<file path="config.mk">
export PLATFORM = sky130hd
export DESIGN_NAME = char_lcd_refresh_nibble_writer_top
export DESIGN_NICKNAME = d
export VERILOG_FILES = /design/src/clnw_pkg.sv /design/src/clnw_store.sv /design/src/clnw_useq.sv /design/src/char_lcd_refresh_nibble_writer_top.sv
export SDC_FILE = /design/constraint.sdc
export NUM_CORES = 1
export LEC_CHECK = 0
export ABC_AREA = 0
export BUFFER_PORTS_ARGS = -buffer_cell sky130_fd_sc_hd__buf_4
export CAP_MARGIN = 20
export CORE_MARGIN = 4
export CORE_UTILIZATION = 43
export DETAILED_ROUTE_END_ITERATION = 12
export PLACE_DENSITY = 0.61
export RECOVER_POWER = 50
export SLEW_MARGIN = 20
export SYNTH_ARGS = -nofsm -noshare
export SYNTH_HDL_FRONTEND = slang
export SYNTH_SLANG_ARGS = --single-unit
</file>
<file path="constraint.sdc">
create_clock -name clk -period 3.05 [get_ports clk]
set_input_delay 0.61 -clock clk [delete_from_list [all_inputs] [get_ports clk]]
set_output_delay 0.61 -clock clk [all_outputs]
set_load 0.02 [all_outputs]
</file>
<file path="src/clnw_pkg.sv">
package clnw_pkg;

  localparam int LINE_LEN = 40;
  localparam int STORE_D  = 2 * LINE_LEN;
  localparam int ADDR_W   = $clog2(STORE_D);
  localparam int COL_W    = 6;
  localparam int HOLD_W   = 10;
  localparam int STEP_W   = 4;

  localparam logic [7:0] CMD_ROW0 = 8'h80;
  localparam logic [7:0] CMD_ROW1 = 8'hC0;

  localparam logic ACT_LOAD = 1'b1;

  localparam logic [2:0] REG_LAST_COL  = 3'd0;
  localparam logic [2:0] REG_TWO_ROWS  = 3'd1;
  localparam logic [2:0] REG_SETUP     = 3'd2;
  localparam logic [2:0] REG_EN_DATA   = 3'd3;
  localparam logic [2:0] REG_DATA_FALL = 3'd4;
  localparam logic [2:0] REG_EN_LOW    = 3'd5;

  localparam logic [STEP_W-1:0] ST_WAIT  = STEP_W'(0);
  localparam logic [STEP_W-1:0] ST_FETCH = STEP_W'(1);
  localparam logic [STEP_W-1:0] ST_PH1   = STEP_W'(2);
  localparam logic [STEP_W-1:0] ST_PH2   = STEP_W'(3);
  localparam logic [STEP_W-1:0] ST_PH3   = STEP_W'(4);
  localparam logic [STEP_W-1:0] ST_PH4   = STEP_W'(5);
  localparam logic [STEP_W-1:0] ST_PH5   = STEP_W'(6);
  localparam logic [STEP_W-1:0] ST_PH6   = STEP_W'(7);
  localparam logic [STEP_W-1:0] ST_PH7D  = STEP_W'(8);
  localparam logic [STEP_W-1:0] ST_FIN   = STEP_W'(9);

  typedef enum logic [1:0] {NIB_BUS, NIB_HI, NIB_LO} nib_sel_t;

  typedef enum logic [2:0] {HOLD_SETUP, HOLD_E2D, HOLD_D2F, HOLD_ELH, HOLD_ZERO} hold_sel_t;

  typedef enum logic [1:0] {COND_NEXT, COND_GO, COND_CMD, COND_JUMP} cond_t;

  typedef struct packed {
    logic              ready;
    logic              fetch;
    logic              emit;
    logic              en;
    nib_sel_t          nib;
    hold_sel_t         hold;
    logic              rs_zero;
    logic              last;
    logic              bus_upd;
    cond_t             cond;
    logic [STEP_W-1:0] target;
  } ctrl_t;

  function automatic ctrl_t ucode(input logic [STEP_W-1:0] step);
    ctrl_t c;
    c = '0;
    c.nib    = NIB_BUS;
    c.hold   = HOLD_ZERO;
    c.cond   = COND_NEXT;
    c.target = ST_WAIT;
    unique case (step)
      ST_WAIT: begin
        c.ready = 1'b1;
        c.cond  = COND_GO;
      end
      ST_FETCH: begin
        c.fetch = 1'b1;
      end
      ST_PH1: begin
        c.emit = 1'b1; c.nib = NIB_BUS; c.hold = HOLD_SETUP;
      end
      ST_PH2: begin
        c.emit = 1'b1; c.en = 1'b1; c.nib = NIB_BUS; c.hold = HOLD_E2D;
      end
      ST_PH3: begin
        c.emit = 1'b1; c.en = 1'b1; c.nib = NIB_HI; c.hold = HOLD_D2F;
      end
      ST_PH4: begin
        c.emit = 1'b1; c.nib = NIB_HI; c.hold = HOLD_ELH;
      end
      ST_PH5: begin
        c.emit = 1'b1; c.en = 1'b1; c.nib = NIB_HI; c.hold = HOLD_E2D;
      end
      ST_PH6: begin
        c.emit = 1'b1; c.en = 1'b1; c.nib = NIB_LO; c.hold = HOLD_D2F;
        c.cond = COND_CMD; c.target = ST_FIN;
      end
      ST_PH7D: begin
        c.emit = 1'b1; c.nib = NIB_LO; c.hold = HOLD_ZERO;
      end
      ST_FIN: begin
        c.emit = 1'b1; c.nib = NIB_LO; c.hold = HOLD_ELH; c.rs_zero = 1'b1;
        c.last = 1'b1; c.bus_upd = 1'b1; c.cond = COND_JUMP; c.target = ST_WAIT;
      end
      default: begin
        c.cond   = COND_JUMP;
        c.target = ST_WAIT;
      end
    endcase
    return c;
  endfunction

endpackage

</file>
<file path="src/clnw_store.sv">
module clnw_store
  import clnw_pkg::*;
(
  input  logic              clk,
  input  logic              rst_n,
  input  logic              wr_en,
  input  logic [ADDR_W-1:0] wr_addr,
  input  logic [7:0]        wr_data,
  input  logic              rd_en,
  input  logic [ADDR_W-1:0] rd_addr,
  output logic [7:0]        rd_data
);

  logic [7:0]         mem_r [STORE_D];
  logic [STORE_D-1:0] valid_r;
  logic [7:0]         rd_data_r;

  // entries not yet written read as zero
  always_ff @(posedge clk) begin
    if (!rst_n) begin
      valid_r <= '0;
    end else if (wr_en) begin
      valid_r[wr_addr] <= 1'b1;
    end
  end

  always_ff @(posedge clk) begin
    if (wr_en) begin
      mem_r[wr_addr] <= wr_data;
    end
    if (rd_en) begin
      rd_data_r <= valid_r[rd_addr] ? mem_r[rd_addr] : 8'h00;
    end
  end

  assign rd_data = rd_data_r;

endmodule

</file>
<file path="src/clnw_useq.sv">
module clnw_useq
  import clnw_pkg::*;
(
  input  logic  clk,
  input  logic  rst_n,
  input  logic  go,
  input  logic  is_cmd,
  input  logic  stall,
  output ctrl_t ctrl
);

  logic [STEP_W-1:0] step_r;
  logic [STEP_W-1:0] step_nxt;

  assign ctrl = ucode(step_r);

  always_comb begin
    step_nxt = step_r;
    if (!stall) begin
      unique case (ctrl.cond)
        COND_NEXT: step_nxt = step_r + STEP_W'(1);
        COND_GO:   step_nxt = go ? step_r + STEP_W'(1) : step_r;
        COND_CMD:  step_nxt = is_cmd ? ctrl.target : step_r + STEP_W'(1);
        COND_JUMP: step_nxt = ctrl.target;
        default:   step_nxt = ST_WAIT;
      endcase
    end
  end

  always_ff @(posedge clk) begin
    if (!rst_n) begin
      step_r <= ST_WAIT;
    end else begin
      step_r <= step_nxt;
    end
  end

endmodule

</file>
<file path="src/char_lcd_refresh_nibble_writer_top.sv">
// Load word: taken without producing any output words.
// Advance word: after accept the sequencer passes its fetch step, then pin phases are registered one per
// cycle while out_tready is high; 8 phases for a data write, 7 for a set-address command.
// A new word is accepted only in the wait step, after the last phase of the previous advance.
// Reset (rst_n low, synchronous): sequencer idle, row/column/bus nibble zero, registers at
// defaults, store valid bits cleared so the store reads zero at once; no clearing pass.
module char_lcd_refresh_nibble_writer_top
  import clnw_pkg::*;
(
  input  logic        clk,
  input  logic        rst_n,
  input  logic        in_tvalid,
  output logic        in_tready,
  input  logic [15:0] in_tdata,   // row_sel[0], column_sel[6:1], char_code[14:7]
  input  logic [0:0]  in_tuser,   // action[0]
  output logic        out_tvalid,
  input  logic        out_tready,
  output logic [15:0] out_tdata,  // reg_select[0], enable[1], data_nibble[5:2], hold_cycles[15:6]
  output logic        out_tlast,
  input  logic        cfg_psel,
  input  logic        cfg_penable,
  input  logic        cfg_pwrite,
  input  logic [4:0]  cfg_paddr,
  input  logic [31:0] cfg_pwdata,
  output logic [31:0] cfg_prdata,
  output logic        cfg_pready
);

  localparam logic [ADDR_W-1:0] ROW_BASE = ADDR_W'(LINE_LEN);
  localparam logic [COL_W:0]    LEN_CMP  = (COL_W + 1)'(LINE_LEN);

  logic [COL_W-1:0]  last_col_r;
  logic              two_rows_r;
  logic [HOLD_W-1:0] setup_r;
  logic [HOLD_W-1:0] en_data_r;
  logic [HOLD_W-1:0] data_fall_r;
  logic [HOLD_W-1:0] en_low_r;

  logic              cur_row_r;
  logic [COL_W-1:0]  cur_col_r;
  logic [3:0]        bus_nib_r;
  logic              cmd_r;
  logic              oob_r;
  logic [7:0]        byte_r;

  logic              out_valid_r;
  logic [15:0]       out_data_r;
  logic              out_last_r;

  ctrl_t             ctrl;
  logic              accept;
  logic              go;
  logic              stall;
  logic              load_out;
  logic              cfg_wr;
  logic [2:0]        cfg_idx;

  logic              in_row;
  logic [COL_W-1:0]  in_col;
  logic [7:0]        in_char;
  logic              col_over;
  logic              cur_in_line;
  logic              wr_en;
  logic [ADDR_W-1:0] wr_addr;
  logic              rd_en;
  logic [ADDR_W-1:0] rd_addr;
  logic [7:0]        rd_data;

  logic              ph_rs;
  logic [3:0]        ph_nib;
  logic [HOLD_W-1:0] ph_hold;

  assign in_row  = in_tdata[0];
  assign in_col  = in_tdata[6:1];
  assign in_char = in_tdata[14:7];

  assign in_tready = ctrl.ready;
  assign accept    = in_tvalid & in_tready;
  assign go        = accept & (in_tuser[0] != ACT_LOAD);

  // store ports
  assign wr_en   = accept & (in_tuser[0] == ACT_LOAD) & ({1'b0, in_col} < LEN_CMP);
  assign wr_addr = (in_row ? ROW_BASE : '0) + ADDR_W'(in_col);

  assign col_over    = cur_col_r > last_col_r;
  assign cur_in_line = {1'b0, cur_col_r} < LEN_CMP;
  assign rd_en       = go & !col_over & cur_in_line;
  assign rd_addr     = (cur_row_r ? ROW_BASE : '0) + ADDR_W'(cur_col_r);

  clnw_store u_store (
    .clk     (clk),
    .rst_n   (rst_n),
    .wr_en   (wr_en),
    .wr_addr (wr_addr),
    .wr_data (in_char),
    .rd_en   (rd_en),
    .rd_addr (rd_addr),
    .rd_data (rd_data)
  );

  clnw_useq u_useq (
    .clk    (clk),
    .rst_n  (rst_n),
    .go     (go),
    .is_cmd (cmd_r),
    .stall  (stall),
    .ctrl   (ctrl)
  );

  // configuration
  assign cfg_pready = 1'b1;
  assign cfg_idx    = cfg_paddr[4:2];
  assign cfg_wr     = cfg_psel & cfg_penable & cfg_pwrite & cfg_pready;

  always_ff @(posedge clk) begin
    if (!rst_n) begin
      last_col_r  <= COL_W'(15);
      two_rows_r  <= 1'b1;
      setup_r     <= HOLD_W'(16);
      en_data_r   <= HOLD_W'(16);
      data_fall_r <= HOLD_W'(16);
      en_low_r    <= HOLD_W'(16);
    end else if (cfg_wr) begin
      unique case (cfg_idx)
        REG_LAST_COL:  last_col_r  <= cfg_pwdata[COL_W-1:0];
        REG_TWO_ROWS:  two_rows_r  <= cfg_pwdata[0];
        REG_SETUP:     setup_r     <= cfg_pwdata[HOLD_W-1:0];
        REG_EN_DATA:   en_data_r   <= cfg_pwdata[HOLD_W-1:0];
        REG_DATA_FALL: data_fall_r <= cfg_pwdata[HOLD_W-1:0];
        REG_EN_LOW:    en_low_r    <= cfg_pwdata[HOLD_W-1:0];
        default: ;
      endcase
    end
  end

  always_comb begin
    unique case (cfg_idx)
      REG_LAST_COL:  cfg_prdata = 32'(last_col_r);
      REG_TWO_ROWS:  cfg_prdata = 32'(two_rows_r);
      REG_SETUP:     cfg_prdata = 32'(setup_r);
      REG_EN_DATA:   cfg_prdata = 32'(en_data_r);
      REG_DATA_FALL: cfg_prdata = 32'(data_fall_r);
      REG_EN_LOW:    cfg_prdata = 32'(en_low_r);
      default:       cfg_prdata = 32'h0;
    endcase
  end

  // refresh position and byte to send
  always_ff @(posedge clk) begin
    if (!rst_n) begin
      cur_row_r <= 1'b0;
      cur_col_r <= '0;
      bus_nib_r <= 4'h0;
      cmd_r     <= 1'b0;
      oob_r     <= 1'b0;
    end else begin
      if (go) begin
        if (col_over) begin
          cmd_r     <= 1'b1;
          cur_col_r <= '0;
          cur_row_r <= !cur_row_r & two_rows_r;
        end else begin
          cmd_r     <= 1'b0;
          oob_r     <= !cur_in_line;
          cur_col_r <= cur_col_r + COL_W'(1);
        end
      end
      if (ctrl.bus_upd && load_out) begin
        bus_nib_r <= byte_r[3:0];
      end
    end
  end

  always_ff @(posedge clk) begin
    if (go && col_over) begin
      byte_r <= (!cur_row_r && two_rows_r) ? CMD_ROW1 : CMD_ROW0;
    end else if (ctrl.fetch && !cmd_r) begin
      byte_r <= oob_r ? 8'h00 : rd_data;
    end
  end

  // phase word
  assign ph_rs = ctrl.rs_zero ? 1'b0 : !cmd_r;

  always_comb begin
    unique case (ctrl.nib)
      NIB_BUS: ph_nib = bus_nib_r;
      NIB_HI:  ph_nib = byte_r[7:4];
      NIB_LO:  ph_nib = byte_r[3:0];
      default: ph_nib = bus_nib_r;
    endcase
  end

  always_comb begin
    unique case (ctrl.hold)
      HOLD_SETUP: ph_hold = setup_r;
      HOLD_E2D:   ph_hold = en_data_r;
      HOLD_D2F:   ph_hold = data_fall_r;
      HOLD_ELH:   ph_hold = en_low_r;
      HOLD_ZERO:  ph_hold = '0;
      default:    ph_hold = '0;
    endcase
  end

  // output register
  assign load_out = ctrl.emit & (!out_valid_r | out_tready);
  assign stall    = ctrl.emit & !load_out;

  always_ff @(posedge clk) begin
    if (!rst_n) begin
      out_valid_r <= 1'b0;
    end else if (load_out) begin
      out_valid_r <= 1'b1;
    end else if (out_tready) begin
      out_valid_r <= 1'b0;
    end
  end

  always_ff @(posedge clk) begin
    if (load_out) begin
      out_data_r <= {ph_hold, ph_nib, ctrl.en, ph_rs};
      out_last_r <= ctrl.last;
    end
  end

  assign out_tvalid = out_valid_r;
  assign out_tdata  = out_data_r;
  assign out_tlast  = out_last_r;

endmodule
</file>
Yosys cells after proc, flatten, opt, wreduce, memory -nomap -nowiden
Memories as Yosys holds them, arrays and structs flattened. A register that Yosys moved wholly into a read port is not among the register bits.
Index checks and enable logic that the tools add are counted.
- add/sub/neg operators: 4
- $mul: 0
- divide/modulo/power cells: 0
- order comparisons: 6
- equality and inequality tests: 23
- shift-type cells: 0
- muxes and demuxes: 30
- bitwise gates (word level): 16
- reductions and logical operators: 30
- operator list (kind ; count):
    80-bit bitwise OR ; 1
    10-bit one-hot mux with 6 select lines ; 1
    10-bit one-hot mux with 4 select lines ; 1
    5-bit one-hot mux with 8 select lines ; 1
    8-bit two-way mux ; 3
    6-bit two-way mux ; 3
    2-bit AND reduction ; 9
    4-bit by 3-bit == test with 1-bit output, second input constant ; 4
    7-bit by 8-bit less-than comparator with 1-bit output, second input constant ; 2
    4-bit one-hot mux with 4 select lines ; 1
    6-bit by 6-bit adder with 7-bit output ; 2
    3-bit by 2-bit == test with 1-bit output, second input constant ; 4
    6-bit less-than comparator, second input constant ; 2
    4-bit two-way mux ; 3
    1-bit bitwise AND ; 11
    1-bit two-way mux ; 11
    4-bit by 2-bit == test with 1-bit output, second input constant ; 2
    4-bit == test, second input constant ; 2
    4-bit one-hot mux with 2 select lines ; 1
    8-bit OR reduction ; 1
    1-bit binary-select mux with 7-bit select ; 1
    1-bit demux with 7-bit select ; 1
    7-bit by 1-bit greater-or-equal comparator with 1-bit output, second input constant ; 1
    1-bit zero test ; 7
    other kinds (21) ; 34
- flip-flop bits (word level): 170
- latch bits: 0
- memory bits (writable): 640
- ROM bits: 0
- bits of input ports: 61
- output and inout port bits: 52
- word-level logic and storage cells: 128
- memories: 1
- memory list (name ; depth ; width ; rd ports ; clocked after memory_dff ; wr ports ; RTL line ; RTL):
    u_store.mem_r ; 80 ; 8 ; 1 ; 1 ; 1 ; clnw_store.sv:14 ; logic [7:0] mem_r [STORE_D];

Longest topological paths before layout
Gate-level depths: netlist (run 1).
- word-level depth: 8
- gate-level depth with buffers: 12
- gate-level depth less buffers: 9

Hierarchy
From an unflattened synthesis (run 1), not the netlist that was laid out.
- cell total of the unflattened synthesis: 1903
- area, all modules: 33184.3 um2
- by module, submodules not included (module ; instances ; cells an instance ; area each (um2) ; seq. area each (um2)):
    clnw_store ; 1 ; 1417 ; 28132.0 ; 21060.2
    char_lcd_refresh_nibble_writer_top ; 1 ; 409 ; 4503.1 ; 1971.9
    clnw_useq ; 1 ; 77 ; 549.3 ; 80.1

Worst setup path before layout (run 1)
Ideal clock, no wire load.
- kind: reg2reg
- start point: reg cur_col_r[0]
- end point: reg byte_r[0], enable pin
- arrival time: 2422 ps
- data required time: 2662 ps
- path slack: 240 ps
- stages on the path, launching flop included: 11
- buffers on the path: 5
- path through: dfxtp_1 > buf_6 > buf_6 > buf_6 > buf_6 > clkbuf_1 > inv_1 > ha_1 > and3_1 > a31o_2 > o32ai_1
- word-level cells in the longest chain between the ends: 3
- ends and longest elaborated chain (element ; RTL line ; RTL):
    start: declaration ; char_lcd_refresh_nibble_writer_top.sv:40 ; logic [COL_W-1:0] cur_col_r;
    start signal: assignment ; char_lcd_refresh_nibble_writer_top.sv:165 ; cur_col_r <= cur_col_r + COL_W'(1);
    6-bit > comparator ; char_lcd_refresh_nibble_writer_top.sv:85 ; assign col_over = cur_col_r > last_col_r;
    1-bit logical AND ; char_lcd_refresh_nibble_writer_top.sv:175 ; if (go && col_over) begin
    2-bit nonzero test (no line) ; - ;
    end signal: assignment ; char_lcd_refresh_nibble_writer_top.sv:176 ; byte_r <= (!cur_row_r && two_rows_r) ? CMD_ROW1 : CMD_ROW0;
    end signal: assignment ; char_lcd_refresh_nibble_writer_top.sv:178 ; byte_r <= oob_r ? 8'h00 : rd_data;
    end: declaration ; char_lcd_refresh_nibble_writer_top.sv:44 ; logic [7:0] byte_r;
Every way passes these cells.
A chain may end at the register's enable or synchronous reset.

Final worst setup path (run 1)
- start point: reg cur_col_r[0]
- end point: reg u_store.rd_data_r[1], in the netlist u_store.rd_data[1] (read register of u_store.mem_r), data pin
- word-level cells in the longest chain between the ends: 4
- elaborated cells on any way between the ends: 9
- ends and longest elaborated chain (element ; RTL line ; RTL):
    6-bit by 6-bit adder with 7-bit output / 6-bit > comparator (equally long branches) ; char_lcd_refresh_nibble_writer_top.sv:88, char_lcd_refresh_nibble_writer_top.sv:85 ;
    1-bit binary-select mux with 7-bit select / 1-bit zero test (equally long branches) ; clnw_store.sv:32, char_lcd_refresh_nibble_writer_top.sv:87 ;
    1-bit two-way mux (not written as such) / 1-bit bitwise AND (equally long branches) ; clnw_store.sv:32, char_lcd_refresh_nibble_writer_top.sv:87 ;
    1-bit zero test (no line) / 1-bit bitwise AND (equally long branches) ; - ;
    end: declaration ; clnw_store.sv:16 ; logic [7:0] rd_data_r;
Parallel ways exist; a longest one is shown, timed or not. The select of a mux whose other input is x is not followed.

==> results of run 1 <==
area by class of cell:
| type | count | share of cell area [%] |
|---|---|---|
| clock inverter | 48 | 1.18 |
| multi-input combinational | 904 | 23.5 |
| timing repair buffer | 233 | 4.58 |
| tap | 969 | 3.21 |
| inverter | 17 | 0.169 |
| clock buffer | 112 | 6.17 |
| sequential | 818 | 61.2 |
cell usage in the layout, fill, tap and decap left out, types with 16 or more instances in the layout:
| cell type | count |
|---|---|
| nor2_1 | 156 |
| nand3_1 | 18 |
| a21oi_1 | 24 |
| nand4b_1 | 21 |
| buf_4 | 182 |
| a22oi_1 | 55 |
| edfxtp_1 | 673 |
| mux2_2 | 20 |
| o21ai_0 | 23 |
| dfxtp_1 | 142 |
| clkinv_2 | 19 |
| inv_1 | 16 |
| clkbuf_16 | 87 |
| mux2i_1 | 75 |
| ha_1 | 19 |
| conb_1 | 23 |
| clkbuf_1 | 51 |
| o21a_1 | 83 |
| nand2_1 | 55 |
| mux4_2 | 180 |
registers in the layout, indices dropped and copies added, names as in the netlist, 4 cells and up:
| register | cells |
|---|---|
| u_useq.step_r | 4 |
| en_low_r | 10 |
| byte_r | 8 |
| cur_col_r | 6 |
| u_store.mem_r | 640 |
| en_data_r | 10 |
| out_tdata | 16 |
| setup_r | 10 |
| u_store.valid_r | 80 |
| bus_nib_r | 4 |
| data_fall_r | 10 |
| last_col_r | 6 |
| u_store.rd_data | 8 |
worst max path at each step:
| stage | start | endpoint | slack [ns] | cells past startpoint |
|---|---|---|---|---|
| floorplan | cur_col_r[0] | byte_r[0] | 0.24 | 10 |
| global placement | in_tdata[0] | u_store.mem_r[27][6] | 0.09 | 7 |
| detailed placement | in_tdata[0] | u_store.mem_r[31][2] | 0.10 | 7 |
| CTS | cur_col_r[0] | u_store.rd_data[1] | 0.21 | 7 |
| global route | u_useq.step_r[0] | u_store.mem_r[32][5] | 0.05 | 8 |
| finish | cur_col_r[0] | u_store.rd_data[1] | 0.20 | 7 |
through the flow:
stage | area (sq um) | hold slack, ns
detailed placement | 35200 | 0.448
CTS | 37900 | 0.206
global route | 37800 | 0.224
finish | 37800 | 0.239
floorplan | 32700 | 0.435
global placement | 35200 | 0.440
power by group:
| group | total (uW) | internal (uW) | leakage, uW | switching, uW |
|---|---|---|---|---|
| Sequential | 12400 | 12300 | 0.00723 | 86.8 |
| Combinational | 2290 | 941 | 0.00362 | 1350 |
| Clock | 10200 | 5930 | 0.00136 | 4270 |
cell families after synthesis:
group	after synthesis	synth area share [%]
other cells	2	0.0230
simple gates	321	4.81
mux	275	15.4
flops	818	70.8
buf+inv	143	2.30
xor+xnor	6	0.161
compound gates	260	5.80
fa+ha+maj	19	0.728
worst max-delay path, stage by stage (launching register included):
cell,delay (ns)
dfxtp_4,0.42
buf_12,0.21
buf_4,0.16
mux4_2,0.48
a22oi_1,0.25
o211ai_1,0.26
a311oi_4,0.60
nor4_1,0.15
routing by layer:
layer  part of all wire [%]  GRT usage, %  up-vias
met2                     49          30.7      509
met1                     43          26.4     9203
met4                    2.6          5.63        0
li1                       -             -     7812
met5                      0             0        -
met3                    5.2          2.98      125
==> impl_metrics.py, run 1 <==
metrics = {
    "power": {
        "ir_drop_mv": 0.507,
        "power.density_nw_per_um2": 658,
        "p_leak_uw": 0.0122,
        "fin_total_pwr_uw": 24900,
    },
    "floorplanning": {
        "die-area_sq_um": 80400,
        "ios": 113,
        "die_h_microns": 284,
        "die_w_microns": 284,
        "start_util_pct": 43.6,
        "fp-row-count": 100,
        "coreArea_sq_um": 74800,
    },
    "yosys": {
        "syn_inst": 1844,
        "synthArstFlopShare_pct": 0,
        "ys_types": 64,
        "yosysMostFrequentCell": "edfxtp_1",
        "ys_seq_area_share_pct": 70.8,
        "synth_area_leaders": "edfxtp_1 (62%), mux4_2 (12%), dfxtp_1 (8.9%), mux2i_1 (2.3%), o21a_1 (1.9%)",
        "synth_top_area_cell": "edfxtp_1",
        "synth.avg_cell_area_sq_um": 17.7,
        "synth_commonest_cells": "edfxtp_1 (673), mux4_2 (180), nor2_1 (155)",
        "yosys_most_used_dff": "edfxtp_1",
        "synth_top_area_share_pct": 61.9,
        "synth-edff-count": 673,
        "ys_seq_elements": 818,
        "synth_warnings": 0,
        "syn_area_sq_um": 32700,
    },
    "worst_setup_path": {
        "start_kind": "flop",
        "r2r-start": "cur_col_r[0]",
        "worstPathArrival_ns": 3.20,
        "crit_path_max_fanout": 17,
        "reg2regPathDepth": 7,
        "end_kind": "flop",
        "critical_path_class": "flop to flop",
        "reg2reg_setup_slack_ns": 0.20,
        "r2r-end": "u_store.rd_data[1]",
        "required_ns": 3.41,
    },
    "min_path": {
        "whs_path_depth": 3,
        "min_to": "last_col_r[3]",
        "min_path_type": "primary input to flop",
        "min_from": "cfg_pwdata[3]",
    },
    "final_layout": {
        "drive_gt1_share_pct": 25.4,
        "num_antenna_cells": 0,
        "nets": 2140,
        "post-route-util_pct": 50.5,
        "instances_no_fill": 3101,
        "fillerInstances": 6077,
        "area_growth_pct": 15.7,
        "multi_input_area_sq_um": 8880,
        "seqCellArea_sq_um": 23100,
    },
    "timing": {
        "finalCritPeriodShare_pct": 93.3,
        "rsz0062_at_grt": "false",
        "finalSetupTns_ns": 0,
        "fin_skew_ns": 0.0149,
        "max-slew-margin-rel_pct": -30.7,
        "fin_ws_ns": 0.205,
        "hold_viol": 0,
        "drv_slew": 648,
        "fin_crit_ns": 2.85,
        "final-setup-viol-count": 0,
        "fmax_ghz": 0.351,
        "tightest_slew_ns": 1.96,
    },
    "drt": {
        "viasPerCell": 5.69,
        "drt_iter0_markers": 1434,
        "vias": 17600,
        "routed_wirelength_microns": 76200,
        "wl_per_cell_microns": 24.6,
        "drc": 0,
        "ant_nets": 0,
        "dr.pass1.iters": 8,
    },
    "global_routing": {
        "antenna_found_initial": 0,
        "grt_pass1_wl_microns": 116000,
        "grt.overflow.total": 0,
        "gr-usage-all-layers_pct": 18.8,
        "first_global_vias": 18300,
        "grt_start_max_net_pins": 81,
    },
    "clock_tree": {
        "numCtsBuffers": 86,
        "root_buffer": "clkbuf_16",
        "path_clk_slew_ns": 0.06,
        "ctsResizeCount": 0,
        "insertion_delay_ns": 0.64,
        "cts_sinks": 818,
        "htree_levels": 3,
        "cts.path.max_buffers": 3,
        "post_cts_buffers": 0,
        "cts_tree": "built",
        "cts_hold_buf": 0,
    },
    "flow_run": {
        "max_cap_viol_count": 8,
    },
    "run_status": {
        "violations": "max-capacitance violations, max-slew violations",
        "status": "finished, violations left",
    },
    "place": {
        "port_buffers": 64,
        "dpl.cell_count": 2941,
        "place.gp.congestion": 0.840,
        "pre_cts_ws_ns": 0.102,
        "place_hpwl_microns": 47400,
    },
}
No activity file was read; power rests on OpenSTA's default activity.
==> run 2: changes to the inputs <==
- MAX_ROUTING_LAYER: unset -> met4
==> run 2 against run 1 <==
Compared with the run above:
- the run still ends with max-capacitance violations, max-slew violations left
- clock power about the same
- power about the same
- register-to-register slack improved by 0.04 ns
- non-clock buffer count unchanged
- die area did not move
- via count is essentially flat
- maximum frequency down 0.47%
- critical path depth fell by 3
- highest routed layer unchanged
==> impl_metrics.py, run 2 (synthesis results as in run 1) <==
metrics = {
    "final_layout": {
        "fillerInstances": 6078,
        "largest_register": "u_store.mem_r",
        "largest_reg_flops": 640,
        "layout_common_cells": "edfxtp_1 (673), buf_4 (182), mux4_2 (180), nor2_1 (156), dfxtp_1 (142)",
        "nets": 2140,
        "num_antenna_cells": 0,
        "instances_no_fill": 3101,
        "final_common_cell": "edfxtp_1",
        "area_growth_pct": 15.7,
        "drive_gt1_share_pct": 25.4,
    },
    "run_status": {
        "violations": "max-capacitance violations, max-slew violations",
        "status": "finished, violations left",
    },
    "drt": {
        "vias": 17600,
        "routed_wirelength_microns": 76000,
        "viasPerCell": 5.69,
        "wl_per_cell_microns": 24.5,
        "ant_nets": 0,
        "dr.pass1.iters": 5,
        "drt_iter0_markers": 1502,
        "drc": 0,
    },
    "power": {
        "p_leak_uw": 0.0122,
        "ir_drop_mv": 0.510,
        "power.density_nw_per_um2": 657,
        "fin_total_pwr_uw": 24800,
    },
    "clock_tree": {
        "ctsResizeCount": 0,
        "cts_hold_buf": 0,
        "root_buffer": "clkbuf_16",
        "numCtsBuffers": 86,
        "cts_tree": "built",
        "htree_levels": 3,
        "cts_sinks": 818,
        "post_cts_buffers": 0,
        "path_clk_slew_ns": 0.06,
        "insertion_delay_ns": 0.63,
        "cts.path.max_buffers": 3,
    },
    "timing": {
        "final-setup-viol-count": 0,
        "finalSetupTns_ns": 0,
        "tightest_slew_ns": 1.96,
        "fin_ws_ns": 0.192,
        "finalCritPeriodShare_pct": 93.7,
        "max-slew-margin-rel_pct": -30.6,
        "rsz0062_at_grt": "false",
        "fmax_ghz": 0.350,
        "fin_crit_ns": 2.86,
        "drv_slew": 648,
        "hold_viol": 0,
        "fin_skew_ns": 0.0137,
    },
    "worst_setup_path": {
        "cp_slowest_cell": "clkbuf_1",
        "required_ns": 2.44,
        "crit_path_max_fanout": 13,
        "start_kind": "primary input",
        "crit_family": "buffers and inverters",
        "crit_chain": "clkbuf_1 -> nand2b_1 -> o221ai_1 -> buf_4",
        "slowest_delay_ns": 0.51,
        "worstPathArrival_ns": 2.25,
        "cp_num_buf_inv": 2,
        "critical_path_class": "primary input to primary output",
        "end_kind": "primary output",
    },
    "global_routing": {
        "grt.overflow.total": 0,
        "grt_pass1_wl_microns": 116000,
        "grt_start_max_net_pins": 81,
        "first_global_vias": 18200,
        "gr-usage-all-layers_pct": 19.4,
        "antenna_found_initial": 0,
    },
    "flow_run": {
        "max_cap_viol_count": 8,
    },
    "floorplanning": {
        "ios": 113,
        "die_w_microns": 284,
        "fp-row-count": 100,
        "die_h_microns": 284,
        "start_util_pct": 43.6,
        "die-area_sq_um": 80400,
        "coreArea_sq_um": 74800,
    },
    "place": {
        "pre_cts_ws_ns": 0.102,
        "place.gp.congestion": 0.853,
        "place_hpwl_microns": 47400,
        "port_buffers": 64,
        "dpl.cell_count": 2941,
    },
    "min_path": {
        "min_path_type": "primary input to flop",
    },
}
run 2: power breakdown:
| part | switching [uW] | internal [uW] |
|---|---|---|
| combinational | 1340 | 941 |
| sequential | 85.7 | 12300 |
| clock | 4250 | 5930 |
run 2: final cells by class:
class	instances	area (sq um)	share of cell area [%]
Timing Repair Buffer	233	1730	4.58
Sequential cell	818	23100	61.2
Clock buffer	112	2330	6.17
Inverter	17	63.8	0.169
Clock inverter	48	444	1.18
Tap cell	969	1210	3.21
Multi-Input combinational cell	904	8880	23.5
run 2: path summary, 6_finish.rpt:
check | from | end | cells past startpoint | slack [ns]
worst max register to register | cur_col_r[0] | u_store.rd_data[1] | 7 | 0.24
worst min register to register | u_store.valid_r[54] | u_store.valid_r[54] | 1 | 0.46
worst max-delay path | cfg_paddr[4] | cfg_prdata[4] | 4 | 0.19
worst min-delay path | cfg_pwdata[3] | last_col_r[3] | 3 | 0.25
run 2: routing by layer:
metal | track usage, % | vias to the layer above | share of wire, %
met5 | - | - | 0
met4 | 5.60 | 0 | 2.6
met3 | 2.95 | 127 | 4.9
met2 | 30.7 | 501 | 49
met1 | 26.5 | 9205 | 44
li1 | - | 7814 | -
run 2: worst register-to-register path, delay by kind of cell (launching register included):
kind,cells,cell delay (ns)
muxes,1,0.49
AOI/OAI and AO/OA,3,1.08
buffers and inverters,2,0.40
and+or+nand+nor,1,0.15
DFF,1,0.42
run 2: through the flow:
stage | area [sq um] | util (%) | hold slack (ns)
finish | 37800 | 50.5 | 0.250
global route | 37800 | 50.5 | 0.227
CTS | 37900 | 50.7 | 0.206
detailed placement | 35200 | 47.0 | 0.448
global placement | 35200 | 47.0 | 0.440
floorplan | 32700 | - | 0.435
